--- src/design/egcd_pkg.sv ---
// Shared types for the gcd core: item structs and controller/datapath links.
// Depends on nothing; used by every module in the design folder.
package egcd_pkg;

   localparam int FIELD_WIDTH = 63;

   typedef struct packed {
      logic [FIELD_WIDTH-1:0] first_value;
      logic [FIELD_WIDTH-1:0] second_value;
   } req_item_type;

   typedef struct packed {
      logic [FIELD_WIDTH-1:0] divisor;
      logic                   both_zero;
   } rsp_item_type;

   typedef struct packed {
      logic load;
      logic step;
      logic capture;
   } cmd_type;

   typedef struct packed {
      logic a_zero;
      logic b_zero;
   } status_type;

endpackage

--- src/design/egcd_datapath.sv ---
// Operand registers, binary gcd step unit and result register.
// Depends on egcd_pkg; driven by egcd_ctrl through cmd_type and status_type.
module egcd_datapath #(
   parameter int DATA_WIDTH = 63
) (
   input  logic                 clock,
   input  egcd_pkg::req_item_type req_item,
   input  egcd_pkg::cmd_type    cmd,
   output egcd_pkg::status_type status,
   output egcd_pkg::rsp_item_type rsp_item
);

   localparam int SHIFT_WIDTH = $clog2(DATA_WIDTH);

   logic [DATA_WIDTH-1:0]  a_ff, a_in;
   logic [DATA_WIDTH-1:0]  b_ff, b_in;
   logic [SHIFT_WIDTH-1:0] k_ff, k_in;
   logic                   zero_pair_ff, zero_pair_in;
   egcd_pkg::rsp_item_type rsp_ff, rsp_in;

   logic [DATA_WIDTH-1:0]  diff_ab;
   logic [DATA_WIDTH-1:0]  diff_ba;
   logic [DATA_WIDTH-1:0]  base;
   logic [DATA_WIDTH-1:0]  result;

   assign diff_ab = a_ff - b_ff;
   assign diff_ba = b_ff - a_ff;
   assign base    = (a_ff == '0) ? b_ff : a_ff;
   assign result  = base << k_ff;

   assign status.a_zero = (a_ff == '0);
   assign status.b_zero = (b_ff == '0);

   always_comb begin
      a_in         = a_ff;
      b_in         = b_ff;
      k_in         = k_ff;
      zero_pair_in = zero_pair_ff;
      rsp_in       = rsp_ff;
      if (cmd.load) begin
         a_in         = req_item.first_value[DATA_WIDTH-1:0];
         b_in         = req_item.second_value[DATA_WIDTH-1:0];
         k_in         = '0;
         zero_pair_in = (a_in == '0) && (b_in == '0);
      end else if (cmd.step) begin
         if (!a_ff[0] && !b_ff[0]) begin
            a_in = a_ff >> 1;
            b_in = b_ff >> 1;
            k_in = k_ff + SHIFT_WIDTH'(1);
         end else if (!a_ff[0]) begin
            a_in = a_ff >> 1;
         end else if (!b_ff[0]) begin
            b_in = b_ff >> 1;
         end else if (a_ff >= b_ff) begin
            a_in = diff_ab >> 1;
         end else begin
            b_in = diff_ba >> 1;
         end
      end
      if (cmd.capture) begin
         rsp_in.divisor                 = '0;
         rsp_in.divisor[DATA_WIDTH-1:0] = result;
         rsp_in.both_zero               = zero_pair_ff;
      end
   end

   always_ff @(posedge clock) begin
      a_ff         <= a_in;
      b_ff         <= b_in;
      k_ff         <= k_in;
      zero_pair_ff <= zero_pair_in;
      rsp_ff       <= rsp_in;
   end

   assign rsp_item = rsp_ff;

endmodule

--- src/design/egcd_ctrl.sv ---
// Controller for the gcd core: load, iterate, capture, output valid.
// Depends on egcd_pkg; commands egcd_datapath and reads its status.
module egcd_ctrl (
   input  logic                 clock,
   input  logic                 reset,
   input  logic                 req_valid,
   output logic                 req_stall,
   output logic                 rsp_valid,
   input  logic                 rsp_stall,
   input  egcd_pkg::status_type status,
   output egcd_pkg::cmd_type    cmd
);

   localparam logic ST_IDLE = 1'b0;
   localparam logic ST_RUN  = 1'b1;

   logic state_ff, state_in;
   logic rsp_valid_ff, rsp_valid_in;
   logic done;
   logic out_free;

   assign done     = status.a_zero || status.b_zero;
   assign out_free = !rsp_valid_ff || !rsp_stall;

   always_comb begin
      state_in    = state_ff;
      cmd.load    = 1'b0;
      cmd.step    = 1'b0;
      cmd.capture = 1'b0;
      case (state_ff)
         ST_IDLE: begin
            if (req_valid) begin
               cmd.load = 1'b1;
               state_in = ST_RUN;
            end
         end
         ST_RUN: begin
            if (!done) begin
               cmd.step = 1'b1;
            end else if (out_free) begin
               cmd.capture = 1'b1;
               state_in    = ST_IDLE;
            end
         end
         default: begin
            state_in = ST_IDLE;
         end
      endcase
      rsp_valid_in = cmd.capture || (rsp_valid_ff && rsp_stall);
   end

   always_ff @(posedge clock) begin
      if (reset) begin
         state_ff     <= ST_IDLE;
         rsp_valid_ff <= 1'b0;
      end else begin
         state_ff     <= state_in;
         rsp_valid_ff <= rsp_valid_in;
      end
   end

   assign req_stall = (state_ff != ST_IDLE);
   assign rsp_valid = rsp_valid_ff;

`ifndef SYNTHESIS
   a_capture_done: assert property (@(posedge clock) disable iff (reset)
      cmd.capture |-> (state_ff == ST_RUN) && done)
      else $error("capture before iteration finished");
   a_capture_valid: assert property (@(posedge clock) disable iff (reset)
      cmd.capture |=> rsp_valid)
      else $error("captured item not presented");
   a_capture_free: assert property (@(posedge clock) disable iff (reset)
      cmd.capture |-> out_free)
      else $error("capture overwrote a pending item");
   a_load_run: assert property (@(posedge clock) disable iff (reset)
      cmd.load |=> req_stall)
      else $error("input not stalled after load");
`endif

endmodule

--- src/design/euclid_gcd_core.sv ---
// Top level of the gcd core: wires controller and datapath to the ports.
// Depends on egcd_pkg, egcd_ctrl and egcd_datapath.
//
// Computes the greatest common divisor of two unsigned operands with the
// binary (shift and subtract) form of Euclid's rule, one step per cycle.
// One pair is in work at a time. The single subtract-and-shift unit removes
// at least one operand bit each step; a pair with a zero operand takes no
// step. gcd(a,0) and gcd(0,a) give a; gcd(0,0) gives 0 with both_zero set.
// Operand bits at and above DATA_WIDTH are ignored. A finished result waits
// in an output register, so the next pair is accepted while it is still
// stalled.
module euclid_gcd_core #(
   parameter int DATA_WIDTH = 63
) (
   input  logic                   clock,
   input  logic                   reset,
   input  logic                   req_valid,
   output logic                   req_stall,
   input  egcd_pkg::req_item_type req_item,
   output logic                   rsp_valid,
   input  logic                   rsp_stall,
   output egcd_pkg::rsp_item_type rsp_item
);

   egcd_pkg::cmd_type    cmd;
   egcd_pkg::status_type status;

   egcd_ctrl u_ctrl (
      .clock     (clock),
      .reset     (reset),
      .req_valid (req_valid),
      .req_stall (req_stall),
      .rsp_valid (rsp_valid),
      .rsp_stall (rsp_stall),
      .status    (status),
      .cmd       (cmd)
   );

   egcd_datapath #(
      .DATA_WIDTH (DATA_WIDTH)
   ) u_datapath (
      .clock    (clock),
      .req_item (req_item),
      .cmd      (cmd),
      .status   (status),
      .rsp_item (rsp_item)
   );

endmodule
--- config.mk ---
export PLATFORM = sky130hd
export DESIGN_NAME = euclid_gcd_core
export DESIGN_NICKNAME = d
export VERILOG_FILES = /design/src/design/egcd_pkg.sv /design/src/design/egcd_datapath.sv /design/src/design/egcd_ctrl.sv /design/src/design/euclid_gcd_core.sv
export SDC_FILE = /design/constraint.sdc
export NUM_CORES = 1
export LEC_CHECK = 0
export ABC_AREA = 0
export ABC_CLOCK_PERIOD_IN_PS = 15250
export BUFFER_PORTS_ARGS = -buffer_cell sky130_fd_sc_hd__buf_4
export CAP_MARGIN = 20
export CORE_AREA = 3 3 334 204
export CTS_BUF_LIST = sky130_fd_sc_hd__clkbuf_8
export CTS_CLUSTER_SIZE = 30
export DETAILED_ROUTE_END_ITERATION = 7
export DIE_AREA = 0 0 337 207
export PLACE_DENSITY = 0.43
export SLEW_MARGIN = 20
export SYNTH_ARGS = -nofsm -noshare
export SYNTH_HDL_FRONTEND = slang
export SYNTH_SLANG_ARGS = --single-unit
--- constraint.sdc ---
create_clock -name clock -period 15.25 [get_ports clock]
set_clock_uncertainty 0.1 [all_clocks]
set_input_delay 2.2875 -clock clock [delete_from_list [all_inputs] [get_ports clock]]
set_output_delay 2.2875 -clock clock [all_outputs]
set_load 0.02 [all_outputs]
Yosys cells after proc, flatten, opt, wreduce, memory -nomap -nowiden
Cells that the tools add are included.
- register bits after elaboration: 199
- bits in latches: 0
- bits in writable memories: 0
- ROM bits: 0
- input port bits: 130
- output and inout bits: 66
- word-level logic and storage cells: 61
- memories kept: 0
- add/sub/neg operators: 3
- $mul: 0
- divide/modulo/power cells: 0
- $lt $le $gt $ge: 1
- eq/ne operators: 3
- shifts and indexed selects: 1
- multiplexer cells: 22
- bitwise operators: 1
- reductions and logical operators: 20
- operators by type and width (cell ; count):
    two-way mux 63 bit ; 13
    logical NOT 63 bit ; 4
    subtractor 63 bit ; 2
    >= comparator 63 bit ; 1
    left shift 63 x 6 -> 63 bit ; 1
    inequality test 4 bit, second input constant ; 3
    two-way mux 1 bit ; 7
    adder 6 x 1 -> 6 bit, second input constant ; 1
    AND reduction 3 bit ; 2
    logical NOT 1 bit ; 4
    AND reduction 2 bit ; 2
    logical AND 1 bit ; 3
    logical OR 1 bit ; 3
    nonzero test 3 bit ; 1
    two-way mux 2 bit ; 1
    one-hot mux 1 bit (2 select lines) ; 1
    nonzero test 2 bit ; 1
    NOT 1 bit ; 1

Longest topological paths before layout
Gate-level depths: netlist of run 1.
- depth after elaboration: 7
- gate-level depth with buffers: 16
- gate-level depth less buffers: 14

By module
From an unflattened synthesis of run 1, not the netlist that was laid out.
- cells, all modules: 2564
- area, all modules: 20781.2 µm²
- by module, submodules not included (module ; times used ; cells an instance ; area each (µm²) ; seq. area each (µm²)):
    egcd_datapath ; 1 ; 2553 ; 20684.8 ; 5855.6
    egcd_ctrl ; 1 ; 11 ; 96.3 ; 40.0

Worst setup path after synthesis of run 1
OpenSTA, ideal clock, no wires.
- path kind: input-to-reg
- start point: input rsp_stall
- end point: register u_datapath.rsp_ff, in the netlist u_datapath.rsp_item[0] (enable)
- library setup time: 0.509 ns
- arrival time: 5.368 ns
- data required time: 14.641 ns
- slack: 9.273 ns
- stages on the path: 1
- buffers on the path: 0
- path through: a21oi_1
- word-level cells in the longest chain between the ends: 5
- RTL lines (element ; RTL line ; source):
    from (decl) ; euclid_gcd_core.sv:21 ; input logic rsp_stall,
    logical NOT 1 bit ; egcd_ctrl.sv:23 ; assign out_free = !rsp_valid_ff || !rsp_stall;
    logical OR 1 bit ; egcd_ctrl.sv:23 ;
    two-way mux 1 bit ; egcd_ctrl.sv:40 ; end else if (out_free) begin
    two-way mux 1 bit ; egcd_ctrl.sv:38 ; if (!done) begin
    two-way mux 2 bit ; egcd_ctrl.sv:30 ; case (state_ff)
    to (signal assigned) ; egcd_datapath.sv:72 ; rsp_ff <= rsp_in;
    to (decl) ; egcd_datapath.sv:19 ; egcd_pkg::rsp_item_type rsp_ff, rsp_in;
No other way between the ends.
A chain may end at the register's enable or synchronous reset.

Worst setup path after layout of run 1
- start point: register u_datapath.b_ff[1]
- end point: register u_datapath.b_ff[20] (enable)
- word-level cells in the longest chain between the ends: 6
- elaborated cells on any way between the ends: 8
- those cells by class: order compare (1); eq/ne (1); mux (2); reduce/logical (4)
- RTL lines (element ; RTL line ; source):
    from (decl) ; egcd_datapath.sv:16 ; logic [DATA_WIDTH-1:0] b_ff, b_in;
    from (signal assigned) ; egcd_datapath.sv:69 ; b_ff <= b_in;
    parallel branches: the longest is 5 deep, another holds >= comparator 63 bit ; -- ;
    AND reduction 3 bit (no source line) (*) ; -- ;
Mark *: on every way between the ends.

==> impl.org, run 1 <==
** Worst setup path
- Startpoint Class :: register
- Cells along the critical path :: inv_1 -> ha_1 -> nor2b_1 -> o31a_1 -> o31ai_4 -> o21a_1 -> a211oi_2 -> buf_4 -> a211o_2 -> a221oi_4 -> o21a_2 -> o31a_2 -> buf_4
- Maximum fanout count along the critical path :: 44
- Reg2reg start :: u_datapath.b_ff[1]
- STA classifies the critical path endpoint as a register.
- In this design, the stage delay of the slowest critical-path cell is 0.69 ns.
- For the worst setup path, the data required time is 15.35 ns.
- Minimum setup slack among reg-to-reg paths :: 9.66 ns
- CP max stage cell :: sky130_fd_sc_hd__buf_4
- Critical path's most frequent cell :: sky130_fd_sc_hd__buf_4
- The number of cells on the worst reg-to-reg path is 13.
- The endpoint identified for the worst register-to-register timing path is u_datapath.b_ff[20].
- The worst setup path is of the register to register kind.
- Arrival @ worst endpoint :: 5.68 ns

** Final layout
- The number of antenna diodes in the final layout is 0.
- Commonest non-fill, non-tap cell in the layout :: sky130_fd_sc_hd__a21oi_1
- The final layout contains 2,778 nets.
- The library cells used most frequently in the layout, excluding fill and tap cells, are sky130_fd_sc_hd__a21oi_1 (252), sky130_fd_sc_hd__buf_4 (228), sky130_fd_sc_hd__nor2_1 (193).
- Post-layout instance count excluding filler cells :: 3,393
- The filler cells instantiated in the layout total 6,889.
- Compared with the post-synthesis result, the final layout area differs by 12.95%.
- Final design area excluding fillers :: 22,750 µm²
- The post-route netlist has 12.72% of its cells at a drive strength greater than 1.

** Logic synthesis
- Of the total synthesized cell area, the portion taken by full adders, half adders and majority gates is 8.149%.
- The number of nets handed over by synthesis was 2,704.
- After Yosys synthesis, and, or, nand and nor cells account for 15.53% of the synthesized area.
- The portion of synthesized area spent on multiplexers is 5.565%.
- The synthesized netlist devotes 5.348% of its cell area to XOR and XNOR gates.
- Counting flops with a built-in enable in the synthesized netlist gives 191.
- After synthesis, the share of flip-flops with an asynchronous set or reset is 0%.
- Synthesis inferred 199 register bits.
- Share of synthesized area occupied by flip-flops and latches :: 29.27%
- Prevailing post-synth register cell :: sky130_fd_sc_hd__edfxtp_1
- Counting every instance in the synthesized netlist gives 2,444.
- Syn Area/Cell :: 8.242 µm²
- Yosys cell types :: 82
- Summing the areas of all compound-gate instances in the mapped netlist gives 29.53% of the synthesized area.
- In this run the cell area of the synthesized design comes to 20,140 µm².
- Main combinational cell family by area after synthesis :: compound AO/OA/AOI/OAI gates
- Yosys printed 0 warnings.

** Place
- Hpwl dp :: 82.85 mm
- The number of placed instances, taps included, is 3,360.
- Final GP Congestion :: 1.015
- Before CTS, the worst setup slack after placement is 9.727 ns.
- Port Buffer Count :: 195
- Standard cell area after detailed placement :: 22,260 µm²

** Job
- Max-cap violation count :: 0

** GRT
- Global routing finished with a remaining overflow of 0.
- First-pass GRT wire length :: 144.4 mm
- The initial antenna violation count is 1.
- Entering global routing, the biggest net connects 74 pins.
- Total track usage :: 28.45%
- Number of global-route vias before repair :: 19,419

** Route
- Number of iterations in the first detailed-routing pass :: 8
- Wires add up to 102.7 mm.
- Post-route antenna net violation count :: 0
- Count of vias placed by the detailed router :: 21,242
- Iter 0 DRT Violations :: 3,039
- Post-detailed-route wirelength per cell :: 30.26 µm
- In the routed layout, each cell is associated on average with a via count of 6.261.
- In the routed design, unresolved DRC markers number 1.

** Clock network
- Number of cells upsized or downsized after cts :: 0
- The longest clock path from root to sink contains 2 buffers.
- CTS Root Cell :: sky130_fd_sc_hd__clkbuf_8
- CTS Hold Bufs :: 0
- Number of buffers created by CTS :: 17
- Clock tree from TritonCTS :: yes
- Setup Fix Bufs, Post-CTS :: 0
- Clock-pin transition on the worst setup and hold timing paths :: 0.12 ns
- Clock latency of the later-clocked register in the worst-skew pair :: 0.57 ns
- Clk sink count :: 199
- The H-tree was split into 4 levels.

** Floorplanning
- In this run the count of I/O pins placed on the die edge is 196.
- The die covers 69,760 µm².
- Chip width :: 337 µm
- The core region is 65,670 µm².
- Once the floorplan was initialized, standard cells occupied 30.67% of the core.
- In this run the core area contains 73 standard-cell rows.
- Vertical die dimension :: 207 µm

** Hold path
- Hold path startpoint :: u_ctrl.rsp_valid
- The path with the worst hold slack has its endpoint at u_ctrl.rsp_valid.
- In this run the worst hold path is classified as register to register.
- Hold path cells :: 2

** Timing
- Unrepaired setup endpoints after global routing :: no
- After layout, the worst path uses 36.64% of the clock period.
- For the final routed database, the setup TNS stands at 0 ns.
- Slew margin rel. :: 29.17%
- Setup slack closes at 9.662 ns.
- Maximum clock frequency :: 178.9 MHz
- The routed design could run at a clock period as short as 5.588 ns.
- Final Hold Slack :: 0.4161 ns
- Least-Margin Pin Slew :: 1.054 ns
- The number of slew-limit violations in the final report is 0.
- Number of endpoints with negative hold slack in the final report :: 0
- Setup violations remaining at the end of the flow were counted as 0.

** Outcome
- Result of the run :: complete, but fails checks
- Failing checks :: design-rule violations

** Power and ir drop
- Power per cell area :: 175.8 nW/µm²
- Pleak :: 0.009400 µW
- VDD sags by at most 0.06201 mV.
-- cell type report --
class,instances,area [µm²],share of cell area (%)
clock buffer,17,234.0,1.028
clock inverter,15,224.0,0.9843
inverter,158,595.6,2.618
multi-input combinational,1912,12980,57.05
sequential,199,5896,25.91
tap,862,1079,4.740
timing repair buffer,230,1744,7.666
-- power breakdown --
group / switching, µW / internal [µW]
clock: 238 / 196
combinational: 1730 / 857
sequential: 223 / 753
-- routing by layer --
metal  track usage [%]  share of wire, %  wire length [µm]  up-vias
li1                  -                 -                 -     9285
met3             8.295                12             12570       67
met5                 0                 0                 0        -
met1             46.37                49             50170    10638
met2             36.49                38             38730     1252
met4             3.559               1.2              1189        0
-- through the flow --
| step | util (%) | total power, µW |
|---|---|---|
| 2_1_floorplan | - | 2534 |
| 3_3_place_gp | 33.88 | 3471 |
| 3_5_place_dp | 33.90 | 3446 |
| 4_1_cts | 34.60 | 3889 |
| 5_1_grt | 34.65 | 4186 |
| 6_report | 34.65 | 4001 |
-- synthesized netlist by cell type (12+ instances only) --
| cell | number | share of area, % |
|---|---|---|
| sky130_fd_sc_hd__a211oi_1 | 36 | 1.3 |
| sky130_fd_sc_hd__a21o_1 | 69 | 2.6 |
| sky130_fd_sc_hd__a21oi_1 | 253 | 6.3 |
| sky130_fd_sc_hd__a221oi_1 | 42 | 1.8 |
| sky130_fd_sc_hd__a22oi_1 | 157 | 5.9 |
| sky130_fd_sc_hd__a31oi_1 | 26 | 0.81 |
| sky130_fd_sc_hd__and2_1 | 25 | 0.78 |
| sky130_fd_sc_hd__buf_2 | 35 | 0.87 |
| sky130_fd_sc_hd__clkbuf_1 | 124 | 2.3 |
| sky130_fd_sc_hd__edfxtp_1 | 191 | 28 |
| sky130_fd_sc_hd__ha_1 | 128 | 8.0 |
| sky130_fd_sc_hd__inv_1 | 156 | 2.9 |
| sky130_fd_sc_hd__mux2i_1 | 103 | 5.1 |
| sky130_fd_sc_hd__nand2_1 | 167 | 3.1 |
| sky130_fd_sc_hd__nand2b_1 | 21 | 0.65 |
| sky130_fd_sc_hd__nand3_1 | 28 | 0.70 |
| sky130_fd_sc_hd__nand4_1 | 59 | 1.8 |
| sky130_fd_sc_hd__nor2_1 | 198 | 3.7 |
| sky130_fd_sc_hd__nor2b_1 | 17 | 0.53 |
| sky130_fd_sc_hd__nor3_1 | 25 | 0.62 |
| sky130_fd_sc_hd__nor4_1 | 70 | 2.2 |
| sky130_fd_sc_hd__o21a_1 | 12 | 0.45 |
| sky130_fd_sc_hd__o21ai_0 | 145 | 3.6 |
| sky130_fd_sc_hd__o21ai_1 | 25 | 0.62 |
| sky130_fd_sc_hd__o21bai_1 | 37 | 1.4 |
| sky130_fd_sc_hd__o221ai_1 | 16 | 0.70 |
| sky130_fd_sc_hd__xnor2_1 | 80 | 3.5 |
| sky130_fd_sc_hd__xor2_1 | 43 | 1.9 |
-- state kept, by name (all words and copies together), names as in the netlist --
register	cells
u_ctrl.rsp_valid	1
u_datapath.rsp_item	64
u_datapath.a_ff	63
u_datapath.k_ff	6
u_datapath.b_ff	63
u_ctrl.req_stall	1
u_datapath.zero_pair_ff	1
-- worst max-delay path by stage --
stage	from	end	slack, ns
5_1_grt	u_datapath.b_ff[1]	u_datapath.b_ff[20]	9.49
3_5_place_dp	u_datapath.b_ff[1]	u_datapath.a_ff[39]	9.73
2_1_floorplan	rsp_stall	u_datapath.rsp_item[0]	9.27
4_1_cts	u_datapath.b_ff[1]	u_datapath.a_ff[55]	9.70
6_report	u_datapath.b_ff[1]	u_datapath.b_ff[20]	9.66
3_3_place_gp	u_datapath.b_ff[53]	u_datapath.a_ff[6]	9.57
-- kinds of logic after synthesis --
| kind of cell | Yosys count |
|---|---|
| compound gates | 901 |
| xor+xnor | 123 |
| simple gates | 648 |
| mux | 110 |
| flops | 199 |
| fa+ha+maj | 130 |
| buf+inv | 333 |
-- critical path: cells and delay by family (launching register included) --
kind / cells / cell delay (ns)
compound gates: 8 / 2.99
flops: 1 / 0.52
fa+ha+maj: 1 / 0.37
simple gates: 1 / 0.17
buf+inv: 3 / 1.02
(Power assumes the default switching activity.)
==> run 2: changes to the inputs <==
--- a/config.mk
+++ b/config.mk
@@ -5,15 +5,15 @@
 export SDC_FILE = /design/constraint.sdc
 export NUM_CORES = 1
 export LEC_CHECK = 0
-export ABC_AREA = 0
-export ABC_CLOCK_PERIOD_IN_PS = 15250
+export ABC_AREA = 1
+export ABC_CLOCK_PERIOD_IN_PS = 5600
 export BUFFER_PORTS_ARGS = -buffer_cell sky130_fd_sc_hd__buf_4
 export CAP_MARGIN = 20
-export CORE_AREA = 3 3 334 204
+export CORE_AREA = 3 3 356 217
 export CTS_BUF_LIST = sky130_fd_sc_hd__clkbuf_8
 export CTS_CLUSTER_SIZE = 30
 export DETAILED_ROUTE_END_ITERATION = 7
-export DIE_AREA = 0 0 337 207
+export DIE_AREA = 0 0 359 220
 export PLACE_DENSITY = 0.43
 export SLEW_MARGIN = 20
 export SYNTH_ARGS = -nofsm -noshare
==> constraint.sdc (replaced) <==
create_clock -name clock -period 5.6 [get_ports clock]
set_clock_uncertainty 0.1 [all_clocks]
set_input_delay 0.84 -clock clock [delete_from_list [all_inputs] [get_ports clock]]
set_output_delay 0.84 -clock clock [all_outputs]
set_load 0.02 [all_outputs]
==> run 2 against run 1 <==
Die area increased by 13%. Highest routed layer unchanged. Area after synthesis grew 14%. Largest power group unchanged. The flow now finishes without violations. Worst setup slack got worse by 8.9 ns. Non-clock buffer count unchanged. Synthesized cell count up 43%.
==> impl.org, run 2 <==
** Worst setup path
- The number of buffer and inverter instances along the worst setup path is 4 (+1).
- Among cell families on the critical path, the largest total delay comes from simple AND/OR/NAND/NOR gates.
- Critical Path Source :: u_datapath.a_ff[1]
- Arrival @ worst endpoint :: 5.09 ns (-0.59 ns)
- Critical path's most frequent cell :: sky130_fd_sc_hd__nand2_1
- Following the worst setup path forward leads to its endpoint at u_datapath.b_ff[48].
- Critical path depth :: 15 (+2)
- The setup slack on the worst flop-to-flop path came to 0.75 ns (-8.91 ns).
- Among all stages on the critical path, the largest delay is contributed by sky130_fd_sc_hd__nor2_4.
- Destination of the worst register-to-register timing path :: u_datapath.b_ff[48]
- The worst reg2reg path depth was 15 (+2).
- Maximum fanout count along the critical path :: 39 (-11%)
- Critical Path Max Stage Delay :: 0.64 ns (-0.05 ns)
- Walking the worst path, the cells encountered are nor2_1 -> nand2_1 -> nor2_1 -> nand2_1 -> nor2_4 -> nand2_1 -> nand2_1 -> inv_1 -> nand2_1 -> nand2_1 -> inv_1 -> a31oi_1 -> nand2_1 -> inv_2 -> buf_4.
- Critical path required time :: 5.84 ns (-9.51 ns)
- Start-to-end type of the worst setup path :: register to register
- Startpoint Class :: register
- Reg2reg start :: u_datapath.a_ff[1]
- Worst setup EP type :: register

** Place
- Standard cell area after detailed placement :: 25,120 µm² (+13%)
- Port Buffer Count :: 195 (unchanged)
- Final GP Congestion :: 1.067 (+5.1%)
- The cell total after placement came to 4,540 (+35%).
- Hpwl dp :: 107.8 mm (+30%)

** Clock network
- The depth of the CTS H-tree was 4 (unchanged).
- The post-CTS clock slew at the launch and capture registers of the worst setup and hold paths is 0.14 ns (+0.02 ns).
- The buffers inserted during post-CTS setup optimization is 0 (unchanged).
- The TritonCTS buffer count was 17 (unchanged).
- Clock tree from TritonCTS :: yes
- Maximum number of buffers from clock root to sink :: 2 (unchanged)
- The clock insertion delay at the later pin of the skew report is 0.63 ns (+0.06 ns).
- The number of buffers inserted by hold repair at cts came to 0 (unchanged).
- Number of cells upsized or downsized after cts :: 0 (unchanged)
- CTS Root Cell :: sky130_fd_sc_hd__clkbuf_8
- The number of sinks on the clock net was 199 (unchanged).

** Logic synthesis
- Synthesized instance count :: 3,493 (+43%)
- Top post-synthesis cells by count :: sky130_fd_sc_hd__nand3_1 (686), sky130_fd_sc_hd__nand2_1 (519), sky130_fd_sc_hd__nor2_1 (439)
- The register bit total from synthesis was 199 (unchanged).
- The post-synthesis average cell area was 6.569 µm² (-20%).
- The most common cell in the synthesized netlist is sky130_fd_sc_hd__nand3_1.
- Number of enable-type register cells in the synthesized netlist :: 191 (unchanged)
- Warnings from Yosys :: 0 (unchanged)
- Prevailing post-synth register cell :: sky130_fd_sc_hd__edfxtp_1
- Area of the mapped netlist :: 22,940 µm² (+14%)
- The area share of the leading cell type in the synthesized netlist came to 25.00% (-3.5 points).
- The sequential fraction of the synthesis area was 25.70% (-3.6 points).
- After synthesis, the cell types taking the most area are sky130_fd_sc_hd__edfxtp_1 (25%), sky130_fd_sc_hd__nand3_1 (15%), sky130_fd_sc_hd__nand2_1 (8.5%), sky130_fd_sc_hd__a21oi_1 (8.2%), sky130_fd_sc_hd__nor2_1 (7.2%).
- The net count after synthesis came to 3,753 (+39%).
- Yosys cell types :: 53 (-35%)
- The largest total area in the synthesized netlist belongs to sky130_fd_sc_hd__edfxtp_1.
- Post-synth ARST share :: 0% (unchanged)

** Final layout
- The count of nets after finishing is 3,832 (+38%).
- Max reg flops :: 64 (unchanged)
- Relative to the synthesized area, the layout overhead comes to 11.41%.
- In the layout the commonest cells are sky130_fd_sc_hd__nand3_1 (686), sky130_fd_sc_hd__nand2_1 (519), sky130_fd_sc_hd__nor2_1 (438).
- The sequential cell area is 5903 µm² (+0.13%).
- The filler cell count in the final layout is 8,252 (+20%).
- Share of final-layout standard cells stronger than drive strength 1 :: 12.89% (+0.16 points)
- Post-layout instance count excluding filler cells :: 4,573 (+35%)
- The area of all placed cells without fillers is 25,560 µm² (+12%).
- Area of the multi-input gates :: 14,870 µm² (+15%)
- Commonest non-fill, non-tap cell in the layout :: sky130_fd_sc_hd__nand3_1

** Floorplanning
- Total core area :: 73,800 µm² (+12%)
- IO Count :: 196 (unchanged)
- The die outline area was 78,980 µm² (+13%).
- Vertical die dimension :: 220 µm (+6.3%)
- The initial cell density of the core was 31.09% (+0.42 points).
- The overall die width was 359 µm (+6.5%).
- The number of core rows is 77 (+5.5%).

** Route
- The vias after detailed routing came to 26,136 (+23%).
- Number of vias per cell :: 5.715 (-8.7%)
- Post-detailed-route wirelength per cell :: 27.68 µm (-8.5%)
- Number of iterations in the first detailed-routing pass :: 8 (unchanged)
- The DRC violation count after routing is 0 (-1).
- The initial detailed-routing violation count came to 3,654 (+20%).
- Final wirelength :: 126.6 mm (+23%)
- The post-route antenna net violation count came to 0 (unchanged).

** Power and ir drop
- Power per cell area :: 480.5 nW/µm² (+170%)
- Tot Pwr :: 12,280 µW (+210%)
- Pleak :: 0.01063 µW (+13%)
- The largest voltage drop on the vdd net came to 0.2397 mV (+290%).

** GRT
- First-pass GRT wire length :: 176.1 mm (+22%)
- Initial antenna violation count :: 5 (+4)
- The maximum number of pins on one net before global-route repair is 111 (+50%).
- The total global routing overflow is 0 (unchanged).
- Number of global-route vias before repair :: 24,112 (+24%)
- The total track usage was 31.02% (+2.6 points).

** Timing
- Slew margin rel. :: 22.22% (-7.0 points)
- Unrepaired setup endpoints after global routing :: no
- Final Critical Period :: 4.850 ns (-0.7387 ns)
- The worst-margin pin slew was 1.158 ns (+0.1041 ns).
- The maximum achievable frequency came to 206.2 MHz (+15%).
- Max-slew violation count :: 0 (unchanged)
- The count of final setup violators came to 0 (unchanged).
- The final number of hold-violating endpoints came to 0 (unchanged).
- The final critical-path share of the clock period was 86.60% (+50 points).
- Sum of negative setup slack :: 0 ns (unchanged)

** Outcome
- The flow ran to the end, and the final reports show no timing, DRC or antenna violations.

** Hold path
- Type of the tightest min-delay check :: input port to register

** Job
- The max-cap check violation count came to 0 (unchanged).
run 2: cell count changes in the layout (fill, tap and decap cells not counted), moves of 122 or more:
cell	delta
sky130_fd_sc_hd__a21oi_1	+122
sky130_fd_sc_hd__a22oi_1	-155
sky130_fd_sc_hd__nand3_1	+658
sky130_fd_sc_hd__nand2_1	+354
sky130_fd_sc_hd__inv_1	+168
sky130_fd_sc_hd__nor2_1	+245
run 2: area by class of cell:
class	instances	area share, %
Antenna cell	1	0.009789
Clock buffer	17	0.9153
Clock inverter	15	0.8076
Inverter	354	5.266
Multi-Input combinational cell	2770	58.18
Sequential cell	199	23.09
Tap cell	987	4.831
Timing Repair Buffer	230	6.901
run 2: cells by family after synthesis:
family,count (synthesis),share of synthesized area (%)
adder cells (fa/ha/maj),130,7.155
AND/OR/NAND/NOR,1871,37.59
AO/OA/AOI/OAI,675,16.39
XOR/XNOR,94,3.588
buffers and inverters,524,9.576
flip-flops,199,25.70
run 2: power breakdown:
group          internal (µW)  leakage (µW)  switching, µW  total, µW
logic                   2290       0.00854           6430       8720
registers               2080       0.00187            385       2470
clock network            357      0.000217            738       1090
total                   4730        0.0106           7560      12300
run 2: metal layers:
| metal | wire length, µm | GRT usage [%] |
|---|---|---|
| met5 | 0 | 0 |
| met4 | 3453 | 9.015 |
| met3 | 11730 | 6.612 |
| met2 | 50930 | 44.55 |
| met1 | 60470 | 46.05 |
run 2: worst min path at each step:
stage	from	end	slack, ns	depth (start not counted)
after global placement	u_datapath.zero_pair_ff	u_datapath.rsp_item[0]	0.35	0
after CTS	reset	u_ctrl.rsp_valid	0.20	2
after floorplan	u_datapath.zero_pair_ff	u_datapath.rsp_item[0]	0.30	0
final	reset	u_ctrl.rsp_valid	0.25	2
after detailed placement	u_datapath.zero_pair_ff	u_datapath.rsp_item[0]	0.34	0
after global routing	reset	u_ctrl.rsp_valid	0.23	2
run 2: per-stage QoR:
step           hold slack [ns]  setup WS (ns)  util [%]
2_1_floorplan           0.3003         0.8126         -
3_3_place_gp            0.3511         0.9370     34.04
3_5_place_dp            0.3391         0.9305     34.04
4_1_cts                 0.1997         0.8760     34.63
5_1_grt                 0.2319         0.6070     34.64
6_report                0.2521         0.7505     34.64
